## src/nng_pkg.sv

```systemverilog
// Shared types and constants for the nearest neighbor object gate.
package nng_pkg;

  localparam int GATE_W = 15;
  localparam logic [GATE_W-1:0] GATE_RESET = 15'd128;

  // Clamped per-axis distance magnitude and its square.
  localparam int DIFF_W = 17;
  localparam logic [DIFF_W-1:0] DIFF_CLAMP = 17'h10000;
  localparam int SQ_W = 2 * DIFF_W;
  localparam int SUM_W = SQ_W + 1;

  localparam int ID_W = 8;
  localparam int SLOT_OUT_W = 6;

  typedef enum logic [1:0] {
    ST_IDLE,
    ST_SCAN,
    ST_DRAIN,
    ST_FINISH
  } nng_state_t;

endpackage

```

## src/nng_table_mem.sv

```systemverilog
// Single-port-write, single-port-read table memory with registered read data.
module nng_table_mem #(
  parameter int DEPTH = 64,
  parameter int WIDTH = 32
) (
  input  logic                     clk,
  input  logic                     wr_en,
  input  logic [$clog2(DEPTH)-1:0] wr_addr,
  input  logic [WIDTH-1:0]         wr_data,
  input  logic                     rd_en,
  input  logic [$clog2(DEPTH)-1:0] rd_addr,
  output logic [WIDTH-1:0]         rd_data
);

  logic [WIDTH-1:0] mem_r [DEPTH];
  logic [WIDTH-1:0] rd_data_r;

  always_ff @(posedge clk) begin
    if (wr_en) begin
      mem_r[wr_addr] <= wr_data;
    end
  end

  always_ff @(posedge clk) begin
    if (rd_en) begin
      rd_data_r <= mem_r[rd_addr];
    end
  end

  assign rd_data = rd_data_r;

endmodule

```

## src/nng_dist_pipe.sv

```systemverilog
// Two-stage squared distance pipe: clamped axis differences, then squares.
module nng_dist_pipe #(
  parameter int COORD_W = 16,
  parameter int SLOT_W  = 6
) (
  input  logic                        clk,
  input  logic                        rst_n,
  input  logic                        in_v,
  input  logic [SLOT_W-1:0]           in_slot,
  input  logic signed [COORD_W-1:0]   ref_x,
  input  logic signed [COORD_W-1:0]   ref_y,
  input  logic signed [COORD_W-1:0]   det_x,
  input  logic signed [COORD_W-1:0]   det_y,
  output logic                        sq_v,
  output logic [SLOT_W-1:0]           sq_slot,
  output logic signed [COORD_W-1:0]   sq_x,
  output logic signed [COORD_W-1:0]   sq_y,
  output logic [nng_pkg::SQ_W-1:0]    sq_dx,
  output logic [nng_pkg::SQ_W-1:0]    sq_dy,
  output logic                        busy
);

  localparam int EW = (COORD_W + 1 > nng_pkg::DIFF_W) ? COORD_W + 1 : nng_pkg::DIFF_W;

  // stage A
  logic                      va_r;
  logic [SLOT_W-1:0]         slot_a_r;
  logic signed [COORD_W-1:0] x_a_r, y_a_r;
  logic [nng_pkg::DIFF_W-1:0] dx_a_r, dy_a_r;
  // stage B
  logic                      vb_r;
  logic [SLOT_W-1:0]         slot_b_r;
  logic signed [COORD_W-1:0] x_b_r, y_b_r;
  logic [nng_pkg::SQ_W-1:0]  sqx_b_r, sqy_b_r;

  logic [nng_pkg::DIFF_W-1:0] dx_nxt, dy_nxt;

  function automatic logic [nng_pkg::DIFF_W-1:0] clamp_diff(
    input logic signed [COORD_W-1:0] a,
    input logic signed [COORD_W-1:0] b
  );
    logic signed [COORD_W:0] d;
    logic [COORD_W:0]        mag;
    logic [EW-1:0]           mag_e;
    d     = {a[COORD_W-1], a} - {b[COORD_W-1], b};
    mag   = d[COORD_W] ? (COORD_W + 1)'(-d) : d;
    mag_e = EW'(mag);
    if (mag_e > EW'(nng_pkg::DIFF_CLAMP)) begin
      return nng_pkg::DIFF_CLAMP;
    end
    return mag_e[nng_pkg::DIFF_W-1:0];
  endfunction

  always_comb begin
    dx_nxt = clamp_diff(det_x, ref_x);
    dy_nxt = clamp_diff(det_y, ref_y);
  end

  always_ff @(posedge clk) begin
    if (!rst_n) begin
      va_r <= 1'b0;
      vb_r <= 1'b0;
    end else begin
      va_r <= in_v;
      vb_r <= va_r;
    end
  end

  always_ff @(posedge clk) begin
    slot_a_r <= in_slot;
    x_a_r    <= ref_x;
    y_a_r    <= ref_y;
    dx_a_r   <= dx_nxt;
    dy_a_r   <= dy_nxt;
    slot_b_r <= slot_a_r;
    x_b_r    <= x_a_r;
    y_b_r    <= y_a_r;
    sqx_b_r  <= dx_a_r * dx_a_r;
    sqy_b_r  <= dy_a_r * dy_a_r;
  end

  assign sq_v    = vb_r;
  assign sq_slot = slot_b_r;
  assign sq_x    = x_b_r;
  assign sq_y    = y_b_r;
  assign sq_dx   = sqx_b_r;
  assign sq_dy   = sqy_b_r;
  assign busy    = va_r | vb_r;

endmodule

```

## src/nearest_neighbor_object_gate.sv

```systemverilog
// Top level of the nearest neighbor object gate: control, best tracking, table update.
// After start is taken the block scans every stored entry with one table memory read each (an
// empty table skips the scan), waits in drain for the read and the two pipe stages to empty,
// then writes back in the finish state, from which the result strobe is registered. busy is high
// from the accepted start until the block is back in idle, so no new word is taken before then.
// Reset (rst_n low, synchronous): table empty, next id zero, gate 128 (0.5 m), no result pending.
module nearest_neighbor_object_gate #(
  parameter int TABLE_DEPTH = 64,
  parameter int COORD_WIDTH = 16
) (
  input  logic                              clk,
  input  logic                              rst_n,
  // detection words
  input  logic                              start,
  output logic                              busy,
  input  logic signed [COORD_WIDTH-1:0]     in_pos_x,
  input  logic signed [COORD_WIDTH-1:0]     in_pos_y,
  input  logic                              in_batch_last,
  // result words; the strobe can overlap the next start and the receiver cannot stall it
  output logic                              out_valid,
  output logic                              out_is_new,
  output logic signed [nng_pkg::ID_W-1:0]   out_object_id,
  output logic signed [COORD_WIDTH-1:0]     out_x,
  output logic signed [COORD_WIDTH-1:0]     out_y,
  output logic [nng_pkg::SLOT_OUT_W-1:0]    out_match_slot,
  output logic                              out_table_full,
  output logic                              out_batch_end,
  // gate register write
  input  logic                              cfg_valid,
  output logic                              cfg_ready,
  input  logic [nng_pkg::GATE_W-1:0]        cfg_gate_distance
);

  localparam int AW    = (TABLE_DEPTH > 1) ? $clog2(TABLE_DEPTH) : 1;
  localparam int CNT_W = $clog2(TABLE_DEPTH + 1);
  localparam int SXW   = (AW > nng_pkg::SLOT_OUT_W) ? AW : nng_pkg::SLOT_OUT_W;
  localparam int MW    = 2 * COORD_WIDTH;

  nng_pkg::nng_state_t state_r, state_nxt;

  logic [nng_pkg::GATE_W-1:0]  gate_r;
  logic [CNT_W-1:0]            cnt_r;
  logic [nng_pkg::ID_W-1:0]    id_r;
  logic signed [COORD_WIDTH-1:0] px_r, py_r;
  logic                        last_r;
  logic [AW-1:0]               rd_idx_r;
  logic                        issue_v_r;
  logic [AW-1:0]               issue_slot_r;

  // running best over the scan
  logic [nng_pkg::SUM_W-1:0]   best_r;
  logic                        found_r;
  logic [AW-1:0]               best_slot_r;
  logic signed [COORD_WIDTH-1:0] best_x_r, best_y_r;

  // result registers
  logic                        out_valid_r;
  logic                        out_is_new_r;
  logic [nng_pkg::ID_W-1:0]    out_id_r;
  logic signed [COORD_WIDTH-1:0] out_x_r, out_y_r;
  logic [nng_pkg::SLOT_OUT_W-1:0] out_slot_r;
  logic                        out_full_r;
  logic                        out_last_r;

  logic                        accept;
  logic                        last_issue;
  logic                        rd_en;
  logic                        wr_en;
  logic [AW-1:0]               wr_addr;
  logic [MW-1:0]               wr_data;
  logic [MW-1:0]               rd_data;
  logic                        table_room;

  logic                        sq_v;
  logic [AW-1:0]               sq_slot;
  logic signed [COORD_WIDTH-1:0] sq_x, sq_y;
  logic [nng_pkg::SQ_W-1:0]    sq_dx, sq_dy;
  logic                        pipe_busy;
  logic [nng_pkg::SUM_W-1:0]   d2;
  logic                        better;

  logic signed [COORD_WIDTH:0] avg_x_sum, avg_y_sum;
  logic signed [COORD_WIDTH-1:0] avg_x, avg_y;
  logic [SXW-1:0]              slot_ext;

  assign cfg_ready = 1'b1;
  assign busy      = (state_r != nng_pkg::ST_IDLE);
  assign accept    = start && !busy;

  // last entry issued when idx + 1 reaches the count
  assign last_issue = ((CNT_W'(rd_idx_r) + CNT_W'(1)) == cnt_r);
  assign table_room = (cnt_r < CNT_W'(TABLE_DEPTH));

  // ---------------- state machine ----------------
  always_comb begin
    state_nxt = state_r;
    unique case (state_r)
      nng_pkg::ST_IDLE: begin
        if (accept) begin
          state_nxt = (cnt_r == '0) ? nng_pkg::ST_DRAIN : nng_pkg::ST_SCAN;
        end
      end
      nng_pkg::ST_SCAN: begin
        if (last_issue) begin
          state_nxt = nng_pkg::ST_DRAIN;
        end
      end
      nng_pkg::ST_DRAIN: begin
        if (!issue_v_r && !pipe_busy && !sq_v) begin
          state_nxt = nng_pkg::ST_FINISH;
        end
      end
      nng_pkg::ST_FINISH: begin
        state_nxt = nng_pkg::ST_IDLE;
      end
      default: state_nxt = nng_pkg::ST_IDLE;
    endcase
  end

  always_comb begin
    rd_en = 1'b0;
    wr_en = 1'b0;
    unique case (state_r)
      nng_pkg::ST_IDLE:   ;
      nng_pkg::ST_SCAN:   rd_en = 1'b1;
      nng_pkg::ST_DRAIN:  ;
      nng_pkg::ST_FINISH: wr_en = found_r || table_room;
      default:            ;
    endcase
  end

  // ---------------- table memory, words are {x, y} ----------------
  // Reads only happen during the scan and the single write in the finish
  // cycle, so the same entry is never read and written in overlapping cycles.
  always_comb begin
    avg_x_sum = {best_x_r[COORD_WIDTH-1], best_x_r} + {px_r[COORD_WIDTH-1], px_r};
    avg_y_sum = {best_y_r[COORD_WIDTH-1], best_y_r} + {py_r[COORD_WIDTH-1], py_r};
    avg_x     = avg_x_sum[COORD_WIDTH:1];   // floor halving
    avg_y     = avg_y_sum[COORD_WIDTH:1];
    if (found_r) begin
      wr_addr = best_slot_r;
      wr_data = {avg_x, avg_y};
    end else begin
      wr_addr = cnt_r[AW-1:0];
      wr_data = {px_r, py_r};
    end
  end

  nng_table_mem #(
    .DEPTH (TABLE_DEPTH),
    .WIDTH (MW)
  ) u_mem (
    .clk     (clk),
    .wr_en   (wr_en),
    .wr_addr (wr_addr),
    .wr_data (wr_data),
    .rd_en   (rd_en),
    .rd_addr (rd_idx_r),
    .rd_data (rd_data)
  );

  nng_dist_pipe #(
    .COORD_W (COORD_WIDTH),
    .SLOT_W  (AW)
  ) u_dist (
    .clk     (clk),
    .rst_n   (rst_n),
    .in_v    (issue_v_r),
    .in_slot (issue_slot_r),
    .ref_x   (rd_data[MW-1:COORD_WIDTH]),
    .ref_y   (rd_data[COORD_WIDTH-1:0]),
    .det_x   (px_r),
    .det_y   (py_r),
    .sq_v    (sq_v),
    .sq_slot (sq_slot),
    .sq_x    (sq_x),
    .sq_y    (sq_y),
    .sq_dx   (sq_dx),
    .sq_dy   (sq_dy),
    .busy    (pipe_busy)
  );

  // strict compare keeps the earliest entry on a tie
  assign d2     = nng_pkg::SUM_W'(sq_dx) + nng_pkg::SUM_W'(sq_dy);
  assign better = sq_v && (d2 < best_r);

  // ---------------- control registers ----------------
  always_ff @(posedge clk) begin
    if (!rst_n) begin
      state_r     <= nng_pkg::ST_IDLE;
      gate_r      <= nng_pkg::GATE_RESET;
      cnt_r       <= '0;
      id_r        <= '0;
      issue_v_r   <= 1'b0;
      out_valid_r <= 1'b0;
    end else begin
      state_r     <= state_nxt;
      issue_v_r   <= rd_en;
      out_valid_r <= (state_r == nng_pkg::ST_FINISH);
      if (cfg_valid && cfg_ready) begin
        gate_r <= cfg_gate_distance;
      end
      if (state_r == nng_pkg::ST_FINISH && !found_r) begin
        id_r <= id_r + 1'b1;
        if (table_room) begin
          cnt_r <= cnt_r + 1'b1;
        end
      end
    end
  end

  // ---------------- datapath registers ----------------
  always_ff @(posedge clk) begin
    issue_slot_r <= rd_idx_r;
    if (accept) begin
      px_r     <= in_pos_x;
      py_r     <= in_pos_y;
      last_r   <= in_batch_last;
      rd_idx_r <= '0;
      best_r   <= nng_pkg::SUM_W'(gate_r) * nng_pkg::SUM_W'(gate_r);
      found_r  <= 1'b0;
    end else begin
      if (rd_en) begin
        rd_idx_r <= rd_idx_r + 1'b1;
      end
      if (better) begin
        best_r      <= d2;
        found_r     <= 1'b1;
        best_slot_r <= sq_slot;
        best_x_r    <= sq_x;
        best_y_r    <= sq_y;
      end
    end
  end

  // ---------------- result word ----------------
  always_comb begin
    if (found_r) begin
      slot_ext = SXW'(best_slot_r);
    end else if (table_room) begin
      slot_ext = SXW'(cnt_r[AW-1:0]);
    end else begin
      slot_ext = '0;
    end
  end

  always_ff @(posedge clk) begin
    if (state_r == nng_pkg::ST_FINISH) begin
      out_is_new_r <= !found_r;
      out_id_r     <= found_r ? '0 : id_r;
      out_x_r      <= found_r ? avg_x : px_r;
      out_y_r      <= found_r ? avg_y : py_r;
      out_slot_r   <= slot_ext[nng_pkg::SLOT_OUT_W-1:0];
      out_full_r   <= !found_r && !table_room;
      out_last_r   <= last_r;
    end
  end

  assign out_valid      = out_valid_r;
  assign out_is_new     = out_is_new_r;
  assign out_object_id  = out_id_r;
  assign out_x          = out_x_r;
  assign out_y          = out_y_r;
  assign out_match_slot = out_slot_r;
  assign out_table_full = out_full_r;
  assign out_batch_end  = out_last_r;

`ifndef NO_ASSERTIONS
  a_strobe_after_finish: assert property (@(posedge clk) disable iff (!rst_n)
    out_valid_r |-> $past(state_r == nng_pkg::ST_FINISH))
    else $error("result strobe without finish cycle");

  a_count_bounded: assert property (@(posedge clk) disable iff (!rst_n)
    cnt_r <= CNT_W'(TABLE_DEPTH))
    else $error("entry count above table depth");

  a_read_in_range: assert property (@(posedge clk) disable iff (!rst_n)
    rd_en |-> (CNT_W'(rd_idx_r) < cnt_r))
    else $error("scan read past stored entries");

  a_busy_after_start: assert property (@(posedge clk) disable iff (!rst_n)
    accept |=> busy)
    else $error("busy not raised after start");

  a_match_not_full: assert property (@(posedge clk) disable iff (!rst_n)
    (out_valid_r && !out_is_new_r) |-> (!out_full_r && out_id_r == '0))
    else $error("matched word flagged full or carries an id");
`endif

endmodule

```

## config.mk

```make
export PLATFORM = sky130hd
export DESIGN_NAME = nearest_neighbor_object_gate
export DESIGN_NICKNAME = d
export VERILOG_FILES = /design/src/nng_pkg.sv /design/src/nng_table_mem.sv /design/src/nng_dist_pipe.sv /design/src/nearest_neighbor_object_gate.sv
export SDC_FILE = /design/constraint.sdc
export NUM_CORES = 2
export LEC_CHECK = 0
export BUFFER_PORTS_ARGS = -buffer_cell sky130_fd_sc_hd__buf_2
export CAP_MARGIN = 20
export CELL_PAD_IN_SITES_DETAIL_PLACEMENT = 1
export CELL_PAD_IN_SITES_GLOBAL_PLACEMENT = 2
export CORE_UTILIZATION = 46
export DETAILED_ROUTE_END_ITERATION = 8
export PLACE_DENSITY = 0.75
export SLEW_MARGIN = 5
export SYNTH_ARGS = -nofsm -noshare
export SYNTH_HDL_FRONTEND = slang
export SYNTH_SLANG_ARGS = --single-unit
```

## constraint.sdc

```tcl
create_clock -name clk -period 17.8 [get_ports clk]
set_clock_uncertainty 0.2 [all_clocks]
set_input_delay 2.67 -clock clk [delete_from_list [all_inputs] [get_ports clk]]
set_output_delay 2.67 -clock clk [all_outputs]
set_load 0.05 [all_outputs]
```

* After elaboration in Yosys (flattened, before gate mapping) *
Memories as Yosys holds them, arrays and structs flattened. A register that Yosys moved wholly into a read port is not among the register bits.
Cells that the tools add are included.

word-level totals
  register bits = 382
  memory bits (writable) = 2048
  bits of input ports = 52
  output and inout port bits = 52
  word-level logic and storage cells = 109
  memories = 1

cells by class
  add/sub/neg operators = 11
  $mul = 3
  order comparisons = 4
  equal/unequal tests = 7
  multiplexer cells = 25
  bitwise gates (word level) = 2
  reductions and logical operators = 20

memories
  memory       words  bits a word  read ports  clocked after memory_dff  write ports  RTL line             source
  u_mem.mem_r  64     32           1           1                         1            nng_table_mem.sv:15  logic [WIDTH-1:0] mem_r [DEPTH];

operators with widths
  cell                                                            number
  17-bit 2-to-1 mux                                               6
  17-bit by 17-bit multiplier with 34-bit output                  2
  30-bit 2-to-1 mux                                               2
  34-bit by 34-bit adder with 35-bit output                       1
  35-bit < comparator                                             1
  16-bit by 16-bit adder with 17-bit output                       2
  17-bit > comparator (second input constant)                     2
  17-bit negation                                                 2
  16-bit by 16-bit subtractor with 17-bit output                  2
  16-bit 2-to-1 mux                                               2
  32-bit 2-to-1 mux                                               1
  15-bit by 15-bit multiplier with 30-bit output                  1
  6-bit 2-to-1 mux                                                3
  8-bit by 1-bit adder with 8-bit output (second input constant)  1
  2-bit 2-to-1 mux                                                4
  2-bit case mux with 4 select lines                              1
  6-bit by 1-bit adder with 7-bit output (second input constant)  1
  7-bit by 1-bit adder with 7-bit output (second input constant)  1
  7-bit == test                                                   1
  7-bit zero test                                                 1
  7-bit < comparator (second input constant)                      1
  6-bit by 1-bit adder with 6-bit output (second input constant)  1
  1-bit logical AND                                               6
  1-bit zero test                                                 6
  11 further kinds                                                21

* Longest topological paths before layout *
  depth in word-level cells = 6
  gate-level depth with buffers = 26
  depth with buffers taken out = 25

* Cells and area by module *
A second synthesis with hierarchy kept.

second synthesis, totals
  cell total of the unflattened synthesis = 7519
  area, all modules = 119017.9 µm²

modules (own cells, without submodules)
  module                        instances  cells an instance  area each (µm²)  seq. area each (µm²)
  nng_table_mem                 1          3324               78835.6          62459.9
  nng_dist_pipe                 1          2423               22441.5          3563.4
  nearest_neighbor_object_gate  1          1772               17740.8          5545.3

* Worst setup path after synthesis *
OpenSTA, ideal clock, no wires.

  path kind = register to register
  start point = register py_r[2]
  end point = register out_y_r[15] (netlist: out_y[15]) (data pin)
  library setup time = 0.916 ns
  arrival = 5.997 ns
  required time = 16.684 ns
  path slack = 10.687 ns
  stages on the path, launching flop included = 12
  path buffers = 0
  clock period less this slack = 7.113 ns
  cell sequence = edfxtp_1 > ha_1 > nor2b_1 > o21ai_0 > a21boi_0 > o21ai_0 > a21boi_0 > o21ai_0 > a21oi_1 > o41ai_1 > o21ai_0 > o41ai_1

on the way
  longest elaborated chain between the ends = 2

ends and longest elaborated chain
  what                                       RTL line                             source
  start: declaration                         nearest_neighbor_object_gate.sv:44   logic signed [COORD_WIDTH-1:0] px_r, py_r;
  start signal: assignment                   nearest_neighbor_object_gate.sv:217  py_r <= in_pos_y;
  16-bit by 16-bit adder with 17-bit output  nearest_neighbor_object_gate.sv:137  avg_y_sum = {best_y_r[COORD_WIDTH-1], best_y_r} + {py_r[COORD_WIDTH-1], py_r};
  16-bit 2-to-1 mux                          nearest_neighbor_object_gate.sv:252  out_y_r <= found_r ? avg_y : py_r;
  end signal: assignment                     nearest_neighbor_object_gate.sv:252
  end: declaration                           nearest_neighbor_object_gate.sv:60   logic signed [COORD_WIDTH-1:0] out_x_r, out_y_r;

No other way between the ends.
A chain may end at the register's enable or synchronous reset.

* Final worst setup path *
  start point = register u_dist.dx_a_r[5] (netlist name)
  end point = register u_dist.sqx_b_r (netlist bit u_dist.sq_dx[32])

on the way
  longest elaborated chain between the ends = 1

ends and longest elaborated chain
  what                                            RTL line             source
  start: declaration                              nng_dist_pipe.sv:29  logic [nng_pkg::DIFF_W-1:0] dx_a_r, dy_a_r;
  start signal: assignment                        nng_dist_pipe.sv:73  dx_a_r <= dx_nxt;
  17-bit by 17-bit multiplier with 34-bit output  nng_dist_pipe.sv:78  sqx_b_r <= dx_a_r * dx_a_r;
  end signal: assignment                          nng_dist_pipe.sv:78
  end: declaration                                nng_dist_pipe.sv:34  logic [nng_pkg::SQ_W-1:0] sqx_b_r, sqy_b_r;

No other way between the ends.

==> flow_summary.ini <==
[run_status]
status = finished clean

[job]
maxCapViolations = 0

[worst_setup_path]
critPathTopFamily = adder cells
arrival_ns = 8.44
cpMostUsedCell = fa_1
slowest_stage = dfxtp_1
criticalPathCategory = reg -> reg
crit_path_start_kind = register
cp_num_buf_inv = 5
crit_path_end_kind = register
cp_max_fo = 18
crit_chain = nand2_1, inv_1, fa_1, inv_1, fa_1, fa_1, inv_1, fa_1, fa_1, inv_1, fa_1, inv_1, ha_1, and3_1, a221o_1, a21oi_1, a21oi_1, o41ai_1, o21ai_0, o41ai_1, o21ai_0, o41ai_1, xnor2_1
cp_data_required_time_ns = 18.37
slowest_delay_ns = 0.86

[cells_and_area]
fillers = 23940
mostFrequentLayoutCell = edfxtp_1
fin_util_pct = 51.84
multi_input_area_sq_um = 43600
layout_common_cells = edfxtp_1 (2230), inv_1 (888), mux4_2 (659), fa_1 (521), ha_1 (446)
drive_gt1_share_pct = 18.99
area.sequential_sq_um = 71590
final_nets = 8509
final_cells = 11070
syn_to_final_growth_pct = 12.09

[logic_synthesis]
synth_cell_type_count = 99
syn_avg_cell_area_sq_um = 16.43
synth_edf_count = 2230
syn-cell-area_sq_um = 118800
ys_warn_count = 0
syn_inst = 7231
async_flop_share_pct = 0
syn_nets = 8252
ys_seq_area_share_pct = 60.23
ys_seq_elements = 2460
yosys_most_used_dff = edfxtp_1

[sta]
fin_crit_ns = 7.867
worst_slew_pin_slew_ns = 1.087
setup_viol = 0
rsz0062_at_grt = false
fin_setup_tns_ns = 0
hold_viol = 0
relSlewSlack_pct = 27.55
drv_slew = 0
timing.hold.ws_ns = 0.1246
fmax_mhz = 127.1
period_share_pct = 44.20

[clock_network]
cts.sinks = 2460
cts_resized = 0
clk_pin_slew_ns = 0.06
postCtsHoldBufs = 0
cts_made_buffers = 276
cts_tree = built
htreeDepth = 5
clock-root-buffer = clkbuf_16
insertion_delay_ns = 0.94
post_cts_buffers = 0
clockBufferDepth = 4

[floorplan]
core_sq_um = 256900
die_w_um = 510.3
dieArea_sq_um = 260400
start_util_pct = 46.25
io_pins = 104
rows = 186
die_y_um = 510.3

[global_routing]
grt_max_degree = 153
overflow = 0
antenna_found_initial = 22
grt_pass1_vias = 68780
grt_pass1_wl_mm = 470.0
grt.total_usage_pct = 25.19

[detailed_routing]
viasPerCell = 5.804
wl_per_cell_um = 29.20
drtIter0Drc = 5639
drt_pass1_iterations = 5
vias = 64270
drc = 0
wirelength_mm = 323.4
ant_nets = 0

[place]
place.gp.congestion = 0.8274
portBuffers = 102
dp_cells = 10590
post-dp-hpwl_mm = 199.3

[hold_path]
hp-class = reg -> reg
sequential cells by signal, summed over array words and instances, names as in the netlist, 17 cells and up:
| name | count |
|---|---|
| best_r | 35 |
| u_dist.sq_dy | 33 |
| u_mem.rd_data | 32 |
| u_dist.dx_a_r | 17 |
| u_mem.mem_r | 2048 |
| u_dist.sq_dx | 33 |
| u_dist.dy_a_r | 17 |
synth_stat cells, drive strengths merged (20+ instances only):
master  count  area [sq um]
mux2i      33         330.3
xnor2     151          1338
a21o       63         473.0
xor2       59         516.8
ha        448          5605
and3       25         156.4
nor2b      65         406.6
dfxtp     230          4604
nor2      252         948.4
edfxtp   2230         66960
a211oi     23         200.2
nand2b     30         187.7
nor3       55         275.3
and2      181          1132
mux2       34         382.9
a31oi      25         156.4
buf        79         322.8
mux4      659         14840
nand3      52         260.3
inv       890          3341
nand2     369          1385
fa        521         10430
clkbuf    181         679.4
o21a       33         247.7
a21oi     126         634.4
o21ai     137         693.2
or3        20         130.1
metrics by stage:
step	instance area (sq um)	setup WS [ns]
final	133200	9.933
after global routing	133200	9.502
after CTS	133100	9.909
after detailed placement	124400	10.03
after global placement	124400	10.02
after floorplan	118800	10.69
kinds of logic (layout without fill, tap and decap cells):
logic type | after synthesis | in the layout | share of synthesized area (%)
flops | 2460 | 2460 | 60.23
buf+inv | 1150 | 1598 | 3.655
simple gates | 1127 | 1127 | 4.610
fa+ha+maj | 969 | 969 | 13.49
mux | 726 | 726 | 13.09
compound gates | 588 | 588 | 3.362
xor+xnor | 210 | 210 | 1.560
other cells | 1 | 11 | 0.003156
cell type report:
cell class / instances / share of cell area, %
flip-flops and latches: 2460 / 53.75
multi-input cells: 3621 / 32.73
clock buffers: 340 / 5.525
well taps: 3384 / 3.179
inverters: 890 / 2.509
repair buffers: 239 / 1.247
clock inverters: 129 / 1.038
diodes: 10 / 0.01879
worst paths after layout:
path / end / cells after the start / from / slack (ns)
setup / recovery: u_dist.sq_dx[32] / 23 / u_dist.dx_a_r[5] / 9.93
hold reg to reg: u_dist.sq_x[1] / 0 / u_dist.x_a_r[1] / 0.12
setup reg to reg: u_dist.sq_dx[32] / 23 / u_dist.dx_a_r[5] / 9.93
hold / removal: u_dist.sq_x[1] / 0 / u_dist.x_a_r[1] / 0.12
metal layers:
metal | up-vias | GRT usage, % | part of all wire [%]
met4 | 10 | 8.443 | 3.7
li1 | 27310 | - | -
met3 | 501 | 2.783 | 5.4
met1 | 34320 | 33.11 | 40
met5 | - | 0 | 0.024
met2 | 2132 | 43.67 | 51
Power is not shown: default switching activity piles up to over one toggle a cycle in this logic, so the estimate is an artifact.
